File: src/hdl/aldb_pkg.sv
// ----------------------------------------------------------------------------
// aldb_pkg
// Shared types and constants of the ladder keypad decoder.
// ----------------------------------------------------------------------------
package aldb_pkg;

  localparam int ADC_BITS    = 12;
  localparam int TIME_BITS   = 48;
  localparam int LPT_BITS    = 32;
  localparam int NUM_BUTTONS = 4;
  localparam int BTN_BITS    = $clog2(NUM_BUTTONS);

  typedef logic [ADC_BITS-1:0]  level_t;
  typedef logic [TIME_BITS-1:0] stamp_t;
  typedef logic [LPT_BITS-1:0]  lpt_t;

  typedef enum logic [1:0] {
    EV_PRESS = 2'd0,
    EV_SHORT = 2'd1,
    EV_LONG  = 2'd2
  } ev_t;

  typedef enum logic [2:0] {
    REG_LEVEL_TOP    = 3'd0,
    REG_LEVEL_A_B    = 3'd1,
    REG_LEVEL_B_X    = 3'd2,
    REG_LEVEL_X_Y    = 3'd3,
    REG_LEVEL_BOTTOM = 3'd4,
    REG_LONG_TIME    = 3'd5
  } reg_idx_t;

  typedef struct packed {
    level_t top;
    level_t a_b;
    level_t b_x;
    level_t x_y;
    level_t bottom;
    lpt_t   long_time;
  } cfg_t;

  // Result of decoding one sample against the current key state
  typedef struct packed {
    logic [NUM_BUTTONS-1:0]       ev_valid;
    logic [NUM_BUTTONS-1:0][1:0]  kind;
    logic [NUM_BUTTONS-1:0]       held;
    stamp_t                       press_time;
  } step_t;

endpackage

File: src/hdl/aldb_classify.sv
// ----------------------------------------------------------------------------
// aldb_classify
// Window compare of one sample and per-button press/release decision.
// ----------------------------------------------------------------------------
module aldb_classify (
  input  aldb_pkg::cfg_t                       cfg,
  input  aldb_pkg::level_t                     sample,
  input  aldb_pkg::stamp_t                     timestamp,
  input  logic [aldb_pkg::NUM_BUTTONS-1:0]     held,
  input  aldb_pkg::stamp_t                     press_time,
  output aldb_pkg::step_t                      step
);

  aldb_pkg::level_t lo [aldb_pkg::NUM_BUTTONS];
  aldb_pkg::level_t hi [aldb_pkg::NUM_BUTTONS];
  aldb_pkg::stamp_t dt;
  logic             long_c;
  logic             pressed_earlier;
  logic             hit;

  always_comb begin
    hi[0] = cfg.top;  lo[0] = cfg.a_b;
    hi[1] = cfg.a_b;  lo[1] = cfg.b_x;
    hi[2] = cfg.b_x;  lo[2] = cfg.x_y;
    hi[3] = cfg.x_y;  lo[3] = cfg.bottom;
  end

  assign dt     = timestamp - press_time;
  assign long_c = 64'(dt) > 64'(cfg.long_time);

  always_comb begin
    step            = '0;
    step.press_time = press_time;
    pressed_earlier = 1'b0;
    hit             = 1'b0;
    for (int k = 0; k < aldb_pkg::NUM_BUTTONS; k++) begin
      hit = (lo[k] <= sample) && (sample <= hi[k]);
      step.held[k] = hit;
      if (hit && !held[k]) begin
        step.ev_valid[k] = 1'b1;
        step.kind[k]     = aldb_pkg::EV_PRESS;
        step.press_time  = timestamp;
        pressed_earlier  = 1'b1;
      end else if (!hit && held[k]) begin
        // an earlier press in this sample restarts the timer: elapsed is zero
        step.ev_valid[k] = 1'b1;
        step.kind[k]     = (long_c && !pressed_earlier) ? aldb_pkg::EV_LONG
                                                        : aldb_pkg::EV_SHORT;
      end
    end
  end

endmodule

File: src/hdl/adc_ladder_button_decoder.sv
// ----------------------------------------------------------------------------
// adc_ladder_button_decoder
// Resistor-ladder keypad decoder: classifies ADC samples into four button
// windows and emits press, short release and long release events.
// ----------------------------------------------------------------------------
//  channel  | direction | payload
//  ---------+-----------+-------------------------------------------------
//  in_      | sink      | tdata: sample[11:0], timestamp[59:12], zero pad
//  out_     | source    | tdata: button[1:0], pad; tuser: event_res; tlast
//  cfg_     | APB slave | six registers at byte address 4*index
//
//  A sample is taken into an input register, decoded there and its events
//  (0 to 4) loaded into the event register once that is empty or sending
//  its last event; the event register sends one event per cycle while
//  out_tready is high. Reset clears key state and press time and loads the
//  default levels. A stalled output holds the event register; the input
//  register accepts a new sample as long as it is empty or moving on.
// ----------------------------------------------------------------------------
module adc_ladder_button_decoder (
  input  logic        clk,
  input  logic        rst_n,
  // sample[11:0], timestamp[59:12], zeros[63:60]
  input  logic [63:0] in_tdata,
  input  logic        in_tvalid,
  output logic        in_tready,
  // button[1:0], zeros[7:2]
  output logic [7:0]  out_tdata,
  // event_res[1:0]
  output logic [1:0]  out_tuser,
  output logic        out_tlast,
  output logic        out_tvalid,
  input  logic        out_tready,
  input  logic        cfg_psel,
  input  logic        cfg_penable,
  input  logic        cfg_pwrite,
  input  logic [4:0]  cfg_paddr,
  input  logic [31:0] cfg_pwdata,
  output logic [31:0] cfg_prdata,
  output logic        cfg_pready
);

  localparam int NB = aldb_pkg::NUM_BUTTONS;

  aldb_pkg::cfg_t   cfg_r;
  logic             s1_valid_r;
  aldb_pkg::level_t s1_sample_r;
  aldb_pkg::stamp_t s1_stamp_r;
  logic [NB-1:0]    held_r;
  aldb_pkg::stamp_t press_time_r;
  logic [NB-1:0]    pend_r, pend_nxt;
  logic [NB-1:0][1:0] kind_r;

  aldb_pkg::step_t  step;
  aldb_pkg::reg_idx_t reg_idx;
  logic [NB-1:0]    sel_oh;
  logic [aldb_pkg::BTN_BITS-1:0] sel_idx;
  logic             bundle_free;
  logic             s1_move;
  logic             out_xfer;
  logic             cfg_wr;

  // ---------------- configuration ----------------
  assign cfg_pready = 1'b1;
  assign cfg_wr     = cfg_psel && cfg_penable && cfg_pwrite && cfg_pready;
  assign reg_idx    = aldb_pkg::reg_idx_t'(cfg_paddr[4:2]);

  always_ff @(posedge clk) begin
    if (!rst_n) begin
      cfg_r.top       <= aldb_pkg::ADC_BITS'(4095);
      cfg_r.a_b       <= aldb_pkg::ADC_BITS'(3072);
      cfg_r.b_x       <= aldb_pkg::ADC_BITS'(2048);
      cfg_r.x_y       <= aldb_pkg::ADC_BITS'(1024);
      cfg_r.bottom    <= aldb_pkg::ADC_BITS'(256);
      cfg_r.long_time <= aldb_pkg::LPT_BITS'(1000000);
    end else if (cfg_wr) begin
      case (reg_idx)
        aldb_pkg::REG_LEVEL_TOP:    cfg_r.top       <= cfg_pwdata[aldb_pkg::ADC_BITS-1:0];
        aldb_pkg::REG_LEVEL_A_B:    cfg_r.a_b       <= cfg_pwdata[aldb_pkg::ADC_BITS-1:0];
        aldb_pkg::REG_LEVEL_B_X:    cfg_r.b_x       <= cfg_pwdata[aldb_pkg::ADC_BITS-1:0];
        aldb_pkg::REG_LEVEL_X_Y:    cfg_r.x_y       <= cfg_pwdata[aldb_pkg::ADC_BITS-1:0];
        aldb_pkg::REG_LEVEL_BOTTOM: cfg_r.bottom    <= cfg_pwdata[aldb_pkg::ADC_BITS-1:0];
        aldb_pkg::REG_LONG_TIME:    cfg_r.long_time <= cfg_pwdata[aldb_pkg::LPT_BITS-1:0];
        default: ;
      endcase
    end
  end

  always_comb begin
    case (reg_idx)
      aldb_pkg::REG_LEVEL_TOP:    cfg_prdata = 32'(cfg_r.top);
      aldb_pkg::REG_LEVEL_A_B:    cfg_prdata = 32'(cfg_r.a_b);
      aldb_pkg::REG_LEVEL_B_X:    cfg_prdata = 32'(cfg_r.b_x);
      aldb_pkg::REG_LEVEL_X_Y:    cfg_prdata = 32'(cfg_r.x_y);
      aldb_pkg::REG_LEVEL_BOTTOM: cfg_prdata = 32'(cfg_r.bottom);
      aldb_pkg::REG_LONG_TIME:    cfg_prdata = 32'(cfg_r.long_time);
      default:                    cfg_prdata = '0;
    endcase
  end

  // ---------------- event register / output ----------------
  assign sel_oh = pend_r & (~pend_r + NB'(1));

  always_comb begin
    sel_idx = '0;
    for (int k = 0; k < NB; k++) begin
      if (sel_oh[k]) sel_idx = aldb_pkg::BTN_BITS'(k);
    end
  end

  assign out_tvalid = |pend_r;
  assign out_tlast  = (pend_r & ~sel_oh) == '0;
  assign out_tdata  = 8'(sel_idx);
  assign out_tuser  = kind_r[sel_idx];
  assign out_xfer   = out_tvalid && out_tready;

  // take a new sample's events once the last pending event leaves
  assign bundle_free = (pend_r == '0) || (out_xfer && out_tlast);
  assign s1_move     = s1_valid_r && bundle_free;
  assign in_tready   = !s1_valid_r || bundle_free;

  always_comb begin
    pend_nxt = pend_r;
    if (s1_move) begin
      pend_nxt = step.ev_valid;
    end else if (out_xfer) begin
      pend_nxt = pend_r & ~sel_oh;
    end
  end

  // ---------------- decode ----------------
  aldb_classify u_classify (
    .cfg        (cfg_r),
    .sample     (s1_sample_r),
    .timestamp  (s1_stamp_r),
    .held       (held_r),
    .press_time (press_time_r),
    .step       (step)
  );

  always_ff @(posedge clk) begin
    if (!rst_n) begin
      s1_valid_r   <= 1'b0;
      pend_r       <= '0;
      held_r       <= '0;
      press_time_r <= '0;
    end else begin
      if (in_tready) s1_valid_r <= in_tvalid;
      pend_r <= pend_nxt;
      if (s1_move) begin
        held_r       <= step.held;
        press_time_r <= step.press_time;
      end
    end
  end

  always_ff @(posedge clk) begin
    if (in_tready && in_tvalid) begin
      s1_sample_r <= in_tdata[aldb_pkg::ADC_BITS-1:0];
      s1_stamp_r  <= in_tdata[aldb_pkg::ADC_BITS +: aldb_pkg::TIME_BITS];
    end
    if (s1_move) kind_r <= step.kind;
  end

endmodule

File: config.mk
export PLATFORM = sky130hd
export DESIGN_NAME = adc_ladder_button_decoder
export DESIGN_NICKNAME = d
export VERILOG_FILES = /design/src/hdl/aldb_pkg.sv /design/src/hdl/aldb_classify.sv /design/src/hdl/adc_ladder_button_decoder.sv
export SDC_FILE = /design/constraint.sdc
export NUM_CORES = 1
export LEC_CHECK = 0
export BUFFER_PORTS_ARGS = -buffer_cell sky130_fd_sc_hd__buf_2
export CORE_ASPECT_RATIO = 0.75
export CORE_MARGIN = 5
export CORE_UTILIZATION = 30
export DETAILED_ROUTE_END_ITERATION = 16
export PLACE_DENSITY = 0.44
export SLEW_MARGIN = 15
export SYNTH_ARGS = -nofsm -noshare
export SYNTH_HDL_FRONTEND = slang
export SYNTH_HIERARCHICAL = 1
export SYNTH_SLANG_ARGS = --single-unit
File: constraint.sdc
create_clock -name clk -period 14 [get_ports clk]
set_clock_uncertainty 0.05 [all_clocks]
set_input_delay 0.7 -clock clk [delete_from_list [all_inputs] [get_ports clk]]
set_output_delay 0.7 -clock clk [all_outputs]
set_load 0.01 [all_outputs]
==> results of run 1 <==
==> cell type report <==
cell class	count	area (sq um)	share of cell area [%]
Tap cell	657	822.0	4.781
Clock buffer	35	747.0	4.344
Timing Repair Buffer	151	789.5	4.591
Sequential cell	217	5025	29.22
Multi-Input combinational cell	1292	9084	52.83
Inverter	167	626.9	3.645
Antenna cell	1	2.502	0.01455
Clock inverter	13	98.84	0.5748
==> state kept, by name, summed over array words and instances (netlist names) <==
name	flops
cfg_r	92
held_r	4
kind_r	8
pend_r	4
press_time_r	48
s1_sample_r	12
s1_stamp_r	48
s1_valid_r	1
==> worst register-to-register path, delay by kind of cell (launching register included) <==
kind / cells / cell delay, ns
AOI/OAI and AO/OA: 8 / 2.52
and+or+nand+nor: 8 / 1.28
adders and majority gates: 3 / 0.90
DFF: 1 / 0.37
buffers and inverters: 2 / 0.14
xor gates and xnor gates: 1 / 0.14
==> through the flow <==
stage / setup WS (ns) / cell area (sq um)
floorplan: 9.510 / 15160
global placement: 8.396 / 16340
detailed placement: 8.374 / 16340
CTS: 8.341 / 17190
global route: 7.983 / 17190
finish: 8.347 / 17200
==> kinds of logic after synthesis <==
family | synth area share, %
AOI/OAI and AO/OA | 14.32
muxes | 11.64
adders and majority gates | 12.35
other | 0.04960
buffers and inverters | 7.173
DFF | 33.19
and+or+nand+nor | 19.07
xor gates and xnor gates | 2.198
==> worst paths after layout <==
check                    from  slack, ns  cells past startpoint               end
max             s1_stamp_r[0]       8.35                     22         kind_r[5]
min               in_tdata[5]       0.27                      1    s1_sample_r[5]
max reg2reg     s1_stamp_r[0]       8.35                     22         kind_r[5]
min reg2reg  press_time_r[15]       0.42                      2  press_time_r[15]
==> power groups by stage <==
stage	registers (mW)	logic, mW	clock network, mW
6_report	0.698	0.447	0.672
5_1_grt	0.702	0.500	0.725
4_1_cts	0.699	0.446	0.703
3_5_place_dp	0.712	0.443	0
3_3_place_gp	0.711	0.438	0
2_1_floorplan	0.703	0.324	0
==> per-layer routing <==
| metal | vias up | routed length [microns] | share of wire, % |
|---|---|---|---|
| met5 | - | 39 | 0.086 |
| li1 | 6350 | - | - |
| met1 | 5975 | 24040 | 53 |
| met2 | 246 | 18230 | 40 |
| met3 | 47 | 2172 | 4.8 |
| met4 | 6 | 678 | 1.5 |
==> placed cells by master (no fill, tap or decap), types with 6 or more instances in the layout <==
cell type  count
ha_1         147
nor2b_1       53
a21oi_1      100
nand2_1      282
mux2_2        51
nand3_1       38
o21ai_0       61
or3_1          8
a31oi_1        6
inv_1        167
a21boi_0      36
nor4_1        10
a21o_1        23
buf_2        139
nand2b_1      19
nor3_1        22
clkbuf_16     28
mux2i_1      112
xor2_1        15
nor2_1        63
nand4_1       45
conb_1         7
and4_1         7
edfxtp_1      68
and3_1         9
dfxtp_1      149
clkinv_2       7
o21a_1        11
and2_1        25
buf_4         11
o211ai_1      10
a211oi_1       9
o221ai_1       9
xnor2_1       23
==> impl_metrics.tcl, run 1 <==
set metrics [dict create \
    status "complete, no violations" \
    p_leak_nw 6.961 \
    power_frac_comb_pct 24.6 \
    p_clk_share_pct 37.0 \
    start_util_pct 30.27 \
    yosysUniqueCellTypes 82 \
    worst_pin_slew_ns 0.9846 \
    syn_area_per_cell_sq_um 8.569 \
    max_freq_mhz 176.9 \
    grt_pass1_wl_microns 70060 \
    grt_max_degree 114 \
    dpl.cell_count 2484 \
    nets 2111 \
    dieArea_sq_mm 0.05511 \
    cp.arrival_ns 5.90 \
    sw_frac_of_total_pct 31.12 \
    ant_nets 0 \
    final_util_pct 34.38 \
    synth_area_leaders "dfxtp_1 20%, edfxtp_1 13%, ha_1 12%" \
    switchingPower_uw 565.5 \
    grtUsageTotal_pct 15.77 \
    cts_made_buffers 26 \
    ys.flop_type "dfxtp_1" \
    crit_fanout 8 \
    netlist_area_sq_mm 0.01514 \
    yosysSeqAreaShare_pct 33.19 \
    grt_pass1_vias 12210 \
    via_per_inst 4.984 \
    gp_congestion 0.8646 \
    worst-path-buf-inv 2 \
    area_growth_pct 13.57 \
    yosysTopAreaCell "dfxtp_1" \
    fin_crit_ns 5.653 \
    cap_violations 0 \
    synth-seq-cells 217 \
    ctsHoldBuffers 0 \
    cts_root_buf "clkbuf_16" \
    async_reset_ff_share_pct 0 \
    synthTopCellsByCount "282 x nand2_1, 167 x inv_1, 149 x dfxtp_1" \
    synth_edf_count 68 \
    die_x_microns 269.4 \
    drt_iter0_markers 751 \
    grt_util_met2_pct 22.83 \
    n_fill_cell 5309 \
    vias 12620 \
    fp.coreArea_sq_mm 0.05001 \
    max-clock-path-buffers 3 \
    fin_crit_sh_pct 40.38 \
    yosys_warnings 6 \
    fin_setup_tns_ns 0 \
    hpwl_microns 34300 \
    busiest_layer "met1" \
    synth.most_common_cell "nand2_1" \
    path_delay_family "compound AO/OA/AOI/OAI gates" \
    met1_usage_pct 24.52 \
    drcViolationCount 0 \
    cpPeakStageDelay_ns 0.62 \
    clock_sinks 217 \
    wl_per_cell_microns 17.83 \
    htree_levels 1 \
    yosysTopAreaCellShare_pct 19.70 \
    irDropWorstVdd_mv 0.08116 \
    hold_viol 0 \
    rsz0062_at_grt "no" \
    required_ns 14.25 \
    postCtsSetupBuffers 0 \
    cts_resized 0 \
    critPathCaptureType "flop" \
    slowest_stage "o311ai_0" \
    clock_latency_ns 0.55 \
    seqPwrFrac_pct 38.4 \
    drive_above_1_share_pct 14.77 \
    slew_headroom_pct 34.36 \
    wl_microns 45150 \
    maxSlewViolCount 0 \
    setup.worst_path.class "flop to flop" \
    portBuffers 140 \
    cp-start-kind "flop" \
    crit_chain "inv_1, ha_1, inv_1, fa_1, a211oi_1, o21ai_2, o31ai_2, o21ai_1, a21o_1, nor2_1, xnor2_1, ha_1, nand4_1, nor2_1, a22oi_1, nand2_1, o311ai_0, o2111ai_1, nor4_2, and4_1, nand4b_4, and3b_1" \
    fin_cells 2533 \
    syn_inst 1767 \
    intPower_mw 1.251 \
    clk_pin_slew_ns 0.06 \
    powerDensity_mw_per_mm2 105.7 \
    whs_ns 0.2711 \
    gr-usage-met3_pct 2.916 \
    num_rows 71 \
    grt_overflow 0 \
    die_h_microns 204.6 \
    hp-class "input pin to flop" \
    antenna_found_initial 4 \
    cts_tree "built" \
    first_pass_iters 5 \
    setup_violations 0 \
    total_power_mw 1.817 \
    top_level_ports 154 \
]
(Power assumes the default switching activity.)
==> inputs of run 2 (changes only) <==
- ABC_AREA: default -> 1
- PLACE_DENSITY: 0.44 -> 0.46
- clock period: 14 -> 4.8 ns (I/O delays scaled with it)
==> run 2 against run 1 <==
  * Sequential power increased to 3.2 times the previous value
  * Synthesized area about the same
  * Fmax is 30% higher
  * Non-clock buffer count is 96 higher
  * Final cell count rose by 24%
  * Power rose to 4.0 times the previous value
  * Via count up 16%
  * Core utilization increased by 2.1 points
  * Critical endpoint is now kind_r[7]
  * Largest cell class unchanged
  * Largest power group is now combinational cells
  * Highest routed layer is now met4
==> impl_metrics.tcl, run 2 <==
set metrics [dict create \
    die_x_microns 269.4 \
    diodes 0 \
    async_reset_ff_share_pct 0 \
    final_common_cell "nand2_1" \
    cts_resized 0 \
    status "complete, no violations" \
    max-clock-path-buffers 3 \
    grt_overflow 0 \
    yosysUniqueCellTypes 50 \
    yosysTopAreaCell "dfxtp_1" \
    crit_path_start "s1_stamp_r[0]" \
    powerDensity_mw_per_mm2 400.7 \
    grt_pass1_wl_microns 78020 \
    synth_area_leaders "dfxtp_1 20%, edfxtp_1 13%, nand2_1 13%" \
    num_rows 71 \
    clock_sinks 217 \
    synth_edf_count 68 \
    fin_crit_sh_pct 90.74 \
    synth_compound_area_share_pct 12.46 \
    cts_tree "built" \
    seqPwrFrac_pct 30.2 \
    crit_chain "inv_1, ha_1, inv_1, fa_1, nand3_1, nand3_1, nand3_1, nand3_1, a31oi_1, xnor2_1, ha_1, nand2_1, nor2_1, nand4_1, nor3b_1, nand4_1, nand2_1, nand2_1, nor2_1, nand3_1, nor2_1, nand2_1, nand3_1, nor2_1" \
    hold_viol 0 \
    synth-seq-cells 217 \
    yosysSeqAreaShare_pct 33.20 \
    cts_made_buffers 25 \
    worstRegToRegCells 24 \
    netlist_area_sq_mm 0.01514 \
    hpwl_microns 39710 \
    endpoint "kind_r[7]" \
    drcViolationCount 0 \
    irDropWorstVdd_mv 0.2480 \
    wl_microns 50860 \
    top_level_ports 154 \
    power_frac_comb_pct 42.2 \
    area_growth_pct 20.39 \
    vias 14600 \
    yosys.area_share.simple_pct 28.29 \
    grt_pass1_vias 13850 \
    ant_nets 0 \
    sw_frac_of_total_pct 40.34 \
    synthAdderAreaFrac_pct 12.28 \
    r2r-end "kind_r[7]" \
    via_per_inst 4.657 \
    synth_top_family_by_area "simple AND/OR/NAND/NOR gates" \
    cp.arrival_ns 4.61 \
    fin_crit_ns 4.355 \
    place_area_sq_mm 0.01645 \
    antenna_found_initial 0 \
    critPathCaptureType "flop" \
    first_pass_iters 6 \
    hp-class "input pin to flop" \
    ys.flop_type "dfxtp_1" \
    worst_pin_slew_ns 0.8359 \
    intPower_mw 4.356 \
    portBuffers 140 \
    wl_per_cell_microns 16.22 \
    switchingPower_mw 2.946 \
    max_freq_mhz 229.6 \
    slew_headroom_pct 43.54 \
    crit_fanout 4 \
    maxSlewViolCount 0 \
    p_clk_share_pct 27.5 \
    drt_iter0_markers 1015 \
    total_power_mw 7.302 \
    cp_common_cell "nand3_1" \
    gp_congestion 0.9392 \
    synth_xor_area_share_pct 1.794 \
    grtUsageTotal_pct 17.81 \
    layout_common_cells "531 x nand2_1, 371 x inv_1, 346 x nor2_1, 199 x o21ai_0, 149 x dfxtp_1" \
    nets 2716 \
    design_area_sq_mm 0.01822 \
    fin_setup_tns_ns 0 \
    syn_inst 2250 \
    htree_levels 1 \
    largest_reg_flops 92 \
    p_leak_nw 8.832 \
    setup_violations 0 \
    cp-start-kind "flop" \
    timing.rr.start "s1_stamp_r[0]" \
    syn_area_per_cell_sq_um 6.727 \
    yosys_warnings 6 \
    synthTopCellsByCount "531 x nand2_1, 372 x inv_1, 346 x nor2_1" \
    synth.area.mux_share_pct 0.07440 \
    clock_latency_ns 0.55 \
    setup.worst_path.class "flop to flop" \
    drive_above_1_share_pct 9.766 \
    fp.coreArea_sq_mm 0.05001 \
    cap_violations 0 \
    hold_start "rst_n" \
    start_util_pct 30.26 \
    top_regs "cfg_r (92), press_time_r (48), s1_stamp_r (48)" \
    rsz0062_at_grt "no" \
    slowest_stage "fa_1" \
    dieArea_sq_mm 0.05509 \
    yosysTopAreaCellShare_pct 19.71 \
    required_ns 5.05 \
    cpPeakStageDelay_ns 0.45 \
    synth.most_common_cell "nand2_1" \
    regMostFlops "cfg_r" \
    clk_pin_slew_ns 0.06 \
    cts_root_buf "clkbuf_16" \
    r2r_slack_ns 0.44 \
    grt_max_degree 73 \
    die_h_microns 204.5 \
]
## run 2: cell count changes in the layout (fill, tap and decap cells not counted), moves of 21 or more
| cell | before | now |
|---|---|---|
| mux2i_1 | 112 | 0 |
| a21boi_0 | 36 | 0 |
| nor2_1 | 63 | 346 |
| dlygate4sd3_1 | 0 | 92 |
| nand2_1 | 282 | 531 |
| o21ai_0 | 61 | 199 |
| nand3_1 | 38 | 88 |
| nor2b_1 | 53 | 0 |
| inv_1 | 167 | 371 |
| and2_1 | 25 | 4 |
| mux2_2 | 51 | 1 |
## run 2: through the flow
| stage | cells | hold slack (ns) | util [%] | worst slack, ns |
|---|---|---|---|---|
| 2_1_floorplan | 2255 | 0.2889 | - | 1.343 |
| 3_3_place_gp | 2998 | 0.3671 | 32.90 | 0.5501 |
| 3_5_place_dp | 2998 | 0.3681 | 32.90 | 0.5152 |
| 4_1_cts | 3135 | 0.03653 | 36.43 | 0.4933 |
| 5_1_grt | 3135 | 0.07546 | 36.43 | 0.05575 |
| 6_report | 3135 | 0.05399 | 36.43 | 0.4446 |
## run 2: layer usage
layer  GRT usage (%)  up-vias  wire (microns)
li1                -     7547               -
met1           28.05     6704           27630
met2           26.07      295           19950
met3           2.190       55            2403
met4           3.290        0             877
met5               0        -               0
## run 2: what timing repair did
action / CTS / global route
endpoints found under the hold margin: 125 / 0
buffers inserted: 0 / 0
hold buffers: 92 / 0
## run 2: logic make-up after synthesis
logic type      Yosys count
simple gates           1047
buf+inv                 453
compound gates          351
flops                   217
fa+ha+maj               148
xor+xnor                 31
other cells               2
mux                       1
## run 2: worst min-delay path by stage
stage / slack [ns] / end / cells past startpoint
after floorplan: 0.29 / s1_sample_r[0] / 0
after global placement: 0.37 / s1_sample_r[3] / 1
after detailed placement: 0.37 / s1_stamp_r[36] / 1
after CTS: 0.04 / cfg_r[79] / 2
after global routing: 0.08 / cfg_r[79] / 2
final: 0.05 / cfg_r[79] / 2
## run 2: final cells by class
type | count | area (sq um)
inverters | 384 | 1443
clock buffers | 33 | 705.7
repair buffers | 247 | 1737
clock inverters | 12 | 142.6
fillers | 5385 | 31790
flip-flops and latches | 217 | 5025
multi-input cells | 1585 | 8348
well taps | 657 | 822.0
## run 2: worst max-delay path: cells and delay by family (launching register included)
kind,cells,cell delay (ns)
adder cells (fa/ha/maj),3,0.90
AO/OA/AOI/OAI,1,0.27
flip-flops,1,0.35
XOR/XNOR,1,0.13
AND/OR/NAND/NOR,17,2.22
buffers and inverters,2,0.18
## run 2: power by group through the flow
| stage | logic, mW | clock network [mW] | registers (mW) |
|---|---|---|---|
| after floorplan | 2.19 | 0 | 2.21 |
| after CTS | 3.10 | 2.07 | 2.21 |
| final | 3.08 | 2.01 | 2.21 |
| after global placement | 2.99 | 0 | 2.25 |
| after detailed placement | 3.02 | 0 | 2.25 |
| after global routing | 3.54 | 2.13 | 2.23 |
==> inputs of run 3 (changes only) <==
- CORE_ASPECT_RATIO: 0.75 -> 0.6
==> run 3 against run 2 <==
  * Core utilization is 0.34 points higher
  * Non-clock buffer count is 6 higher
  * Fmax is 0.35% higher
  * Combinational power is 3% higher
==> impl_metrics.tcl, run 3 (synthesized netlist as in run 2, its figures left out) <==
set metrics [dict create \
    max_freq_mhz 230.4 \
    drcViolationCount 0 \
    first_pass_iters 5 \
    wl_microns 51120 \
    grt_overflow 0 \
    n_fill_cell 5315 \
    critPathCaptureType "flop" \
    cts_tree "built" \
    die_x_microns 300.0 \
    postCtsSetupBuffers 0 \
    p_clk_share_pct 27.0 \
    seqPwrFrac_pct 30.0 \
    num_rows 63 \
    cp_common_cell "nand3_1" \
    hold_viol 0 \
    sw_frac_of_total_pct 40.86 \
    dpl.cell_count 2996 \
    clk_pin_slew_ns 0.06 \
    crit_fanout 4 \
    hold_end "cfg_r[88]" \
    maxSlewViolCount 0 \
    hold_start "rst_n" \
    setup.worst_path.class "flop to flop" \
    drt_iter0_markers 1012 \
    timing.rr.start "s1_stamp_r[0]" \
    vias 14740 \
    place_area_sq_mm 0.01649 \
    power_frac_comb_pct 43.0 \
    cts_root_buf "clkbuf_16" \
    ctsHoldBuffers 93 \
    fin_crit_ns 4.340 \
    ant_nets 0 \
    rsz0062_at_grt "no" \
    gp_congestion 0.9775 \
    setup_slack_ns 0.4598 \
    status "complete, no violations" \
    multi_input_area_sq_mm 0.008348 \
    area_growth_pct 20.64 \
    fp.coreArea_sq_mm 0.04966 \
    grt_pass1_vias 13610 \
    powerDensity_mw_per_mm2 404.7 \
    dieArea_sq_mm 0.05519 \
    fin_setup_tns_ns 0 \
    worst_pin_slew_ns 1.145 \
    setup_violations 0 \
    grt_max_degree 61 \
    dp_slack_ns 0.4828 \
    cp.arrival_ns 4.58 \
    top_regs "cfg_r (92), press_time_r (48), s1_stamp_r (48)" \
    seq_area_sq_mm 0.005025 \
    max-clock-path-buffers 3 \
    r2r_slack_ns 0.46 \
    cpPeakStageDelay_ns 0.46 \
    cp-start-kind "flop" \
    total_power_mw 7.390 \
    worstRegToRegCells 24 \
    start_util_pct 30.48 \
    largest_reg_flops 92 \
    top_level_ports 154 \
    p_leak_nw 8.849 \
    switchingPower_mw 3.020 \
    clock_latency_ns 0.54 \
    final_common_cell "nand2_1" \
    final_util_pct 36.77 \
    r2r-end "kind_r[7]" \
    hpwl_microns 40110 \
    grt_pass1_wl_microns 77740 \
    cts_resized 0 \
    whs_path_depth 2 \
    cap_violations 0 \
    portBuffers 140 \
    intPower_mw 4.370 \
    slowest_stage "a31oi_1" \
    regMostFlops "cfg_r" \
    hp-class "input pin to flop" \
    clock_sinks 217 \
    layout_common_cells "531 x nand2_1, 371 x inv_1, 346 x nor2_1, 199 x o21ai_0, 149 x dfxtp_1" \
    grtUsageTotal_pct 17.84 \
    design_area_sq_mm 0.01826 \
    whs_ns 0.08616 \
    nets 2722 \
    crit_chain "inv_1, ha_1, inv_1, fa_1, nand3_1, nand3_1, nand3_1, nand3_1, a31oi_1, xnor2_1, ha_1, nand2_1, nor2_1, nand4_1, nor3b_1, nand4_1, nand2_1, nand2_1, nor2_1, nand3_1, nor2_1, nand2_1, nand3_1, nor2_1" \
    fin_crit_sh_pct 90.42 \
    via_per_inst 4.701 \
    slew_headroom_pct 23.10 \
    irDropWorstVdd_mv 0.2691 \
    die_h_microns 184.0 \
    wl_per_cell_microns 16.31 \
    required_ns 5.04 \
    htree_levels 1 \
    antenna_found_initial 0 \
    cts_made_buffers 25 \
    drive_above_1_share_pct 9.702 \
    fin_cells 3135 \
]
run 3: cell count changes in the layout (fill, tap and decap cells not counted):
cell and change:
clkbuf_16 +1, diode_2 +1, clkbuf_8 -3, clkinv_4 -1
buf_4 +4, clkinv_2 -3, buf_12 +1, inv_6 +1
clkbuf_1 +6, dlygate4sd3_1 +1, clkinvlp_4 -1
run 3: critical path, delay by kind of cell, from the launching register on:
kind	cells	cell delay (ns)
fa+ha+maj	3	0.88
simple gates	17	2.04
flops	1	0.37
buf+inv	2	0.17
compound gates	1	0.46
xor+xnor	1	0.12
run 3: worst max-delay path by stage:
stage	slack [ns]	to	from	depth (start not counted)
after detailed placement	0.48	kind_r[5]	s1_stamp_r[0]	24
after global routing	0.02	kind_r[7]	s1_stamp_r[0]	24
after floorplan	1.34	kind_r[5]	s1_stamp_r[0]	24
after global placement	0.44	kind_r[5]	s1_stamp_r[0]	24
after CTS	0.46	kind_r[5]	s1_stamp_r[0]	24
final	0.46	kind_r[7]	s1_stamp_r[0]	24
run 3: power groups by stage:
stage | Clock [mW] | Combinational [mW] | Sequential [mW]
2_1_floorplan | 0 | 2.19 | 2.21
3_3_place_gp | 0 | 3.03 | 2.25
3_5_place_dp | 0 | 3.08 | 2.25
4_1_cts | 2.06 | 3.16 | 2.22
5_1_grt | 2.15 | 3.60 | 2.24
6_report | 1.99 | 3.18 | 2.21
run 3: area by class of cell:
cell class / instances / area share (%)
Tap cell: 650 / 4.454
Inverter: 384 / 7.900
Clock inverter: 8 / 0.6578
Antenna cell: 1 / 0.01370
Timing Repair Buffer: 253 / 9.840
Clock buffer: 37 / 3.899
Sequential cell: 217 / 27.52
Multi-Input combinational cell: 1585 / 45.72
run 3: layer usage:
layer	vias to the layer above	part of all wire, %	global-route usage, %
li1	7554	-	-
met1	6735	53	27.87
met2	410	38	25.12
met3	38	8.1	4.202
met4	0	1.3	2.674
met5	-	0	0
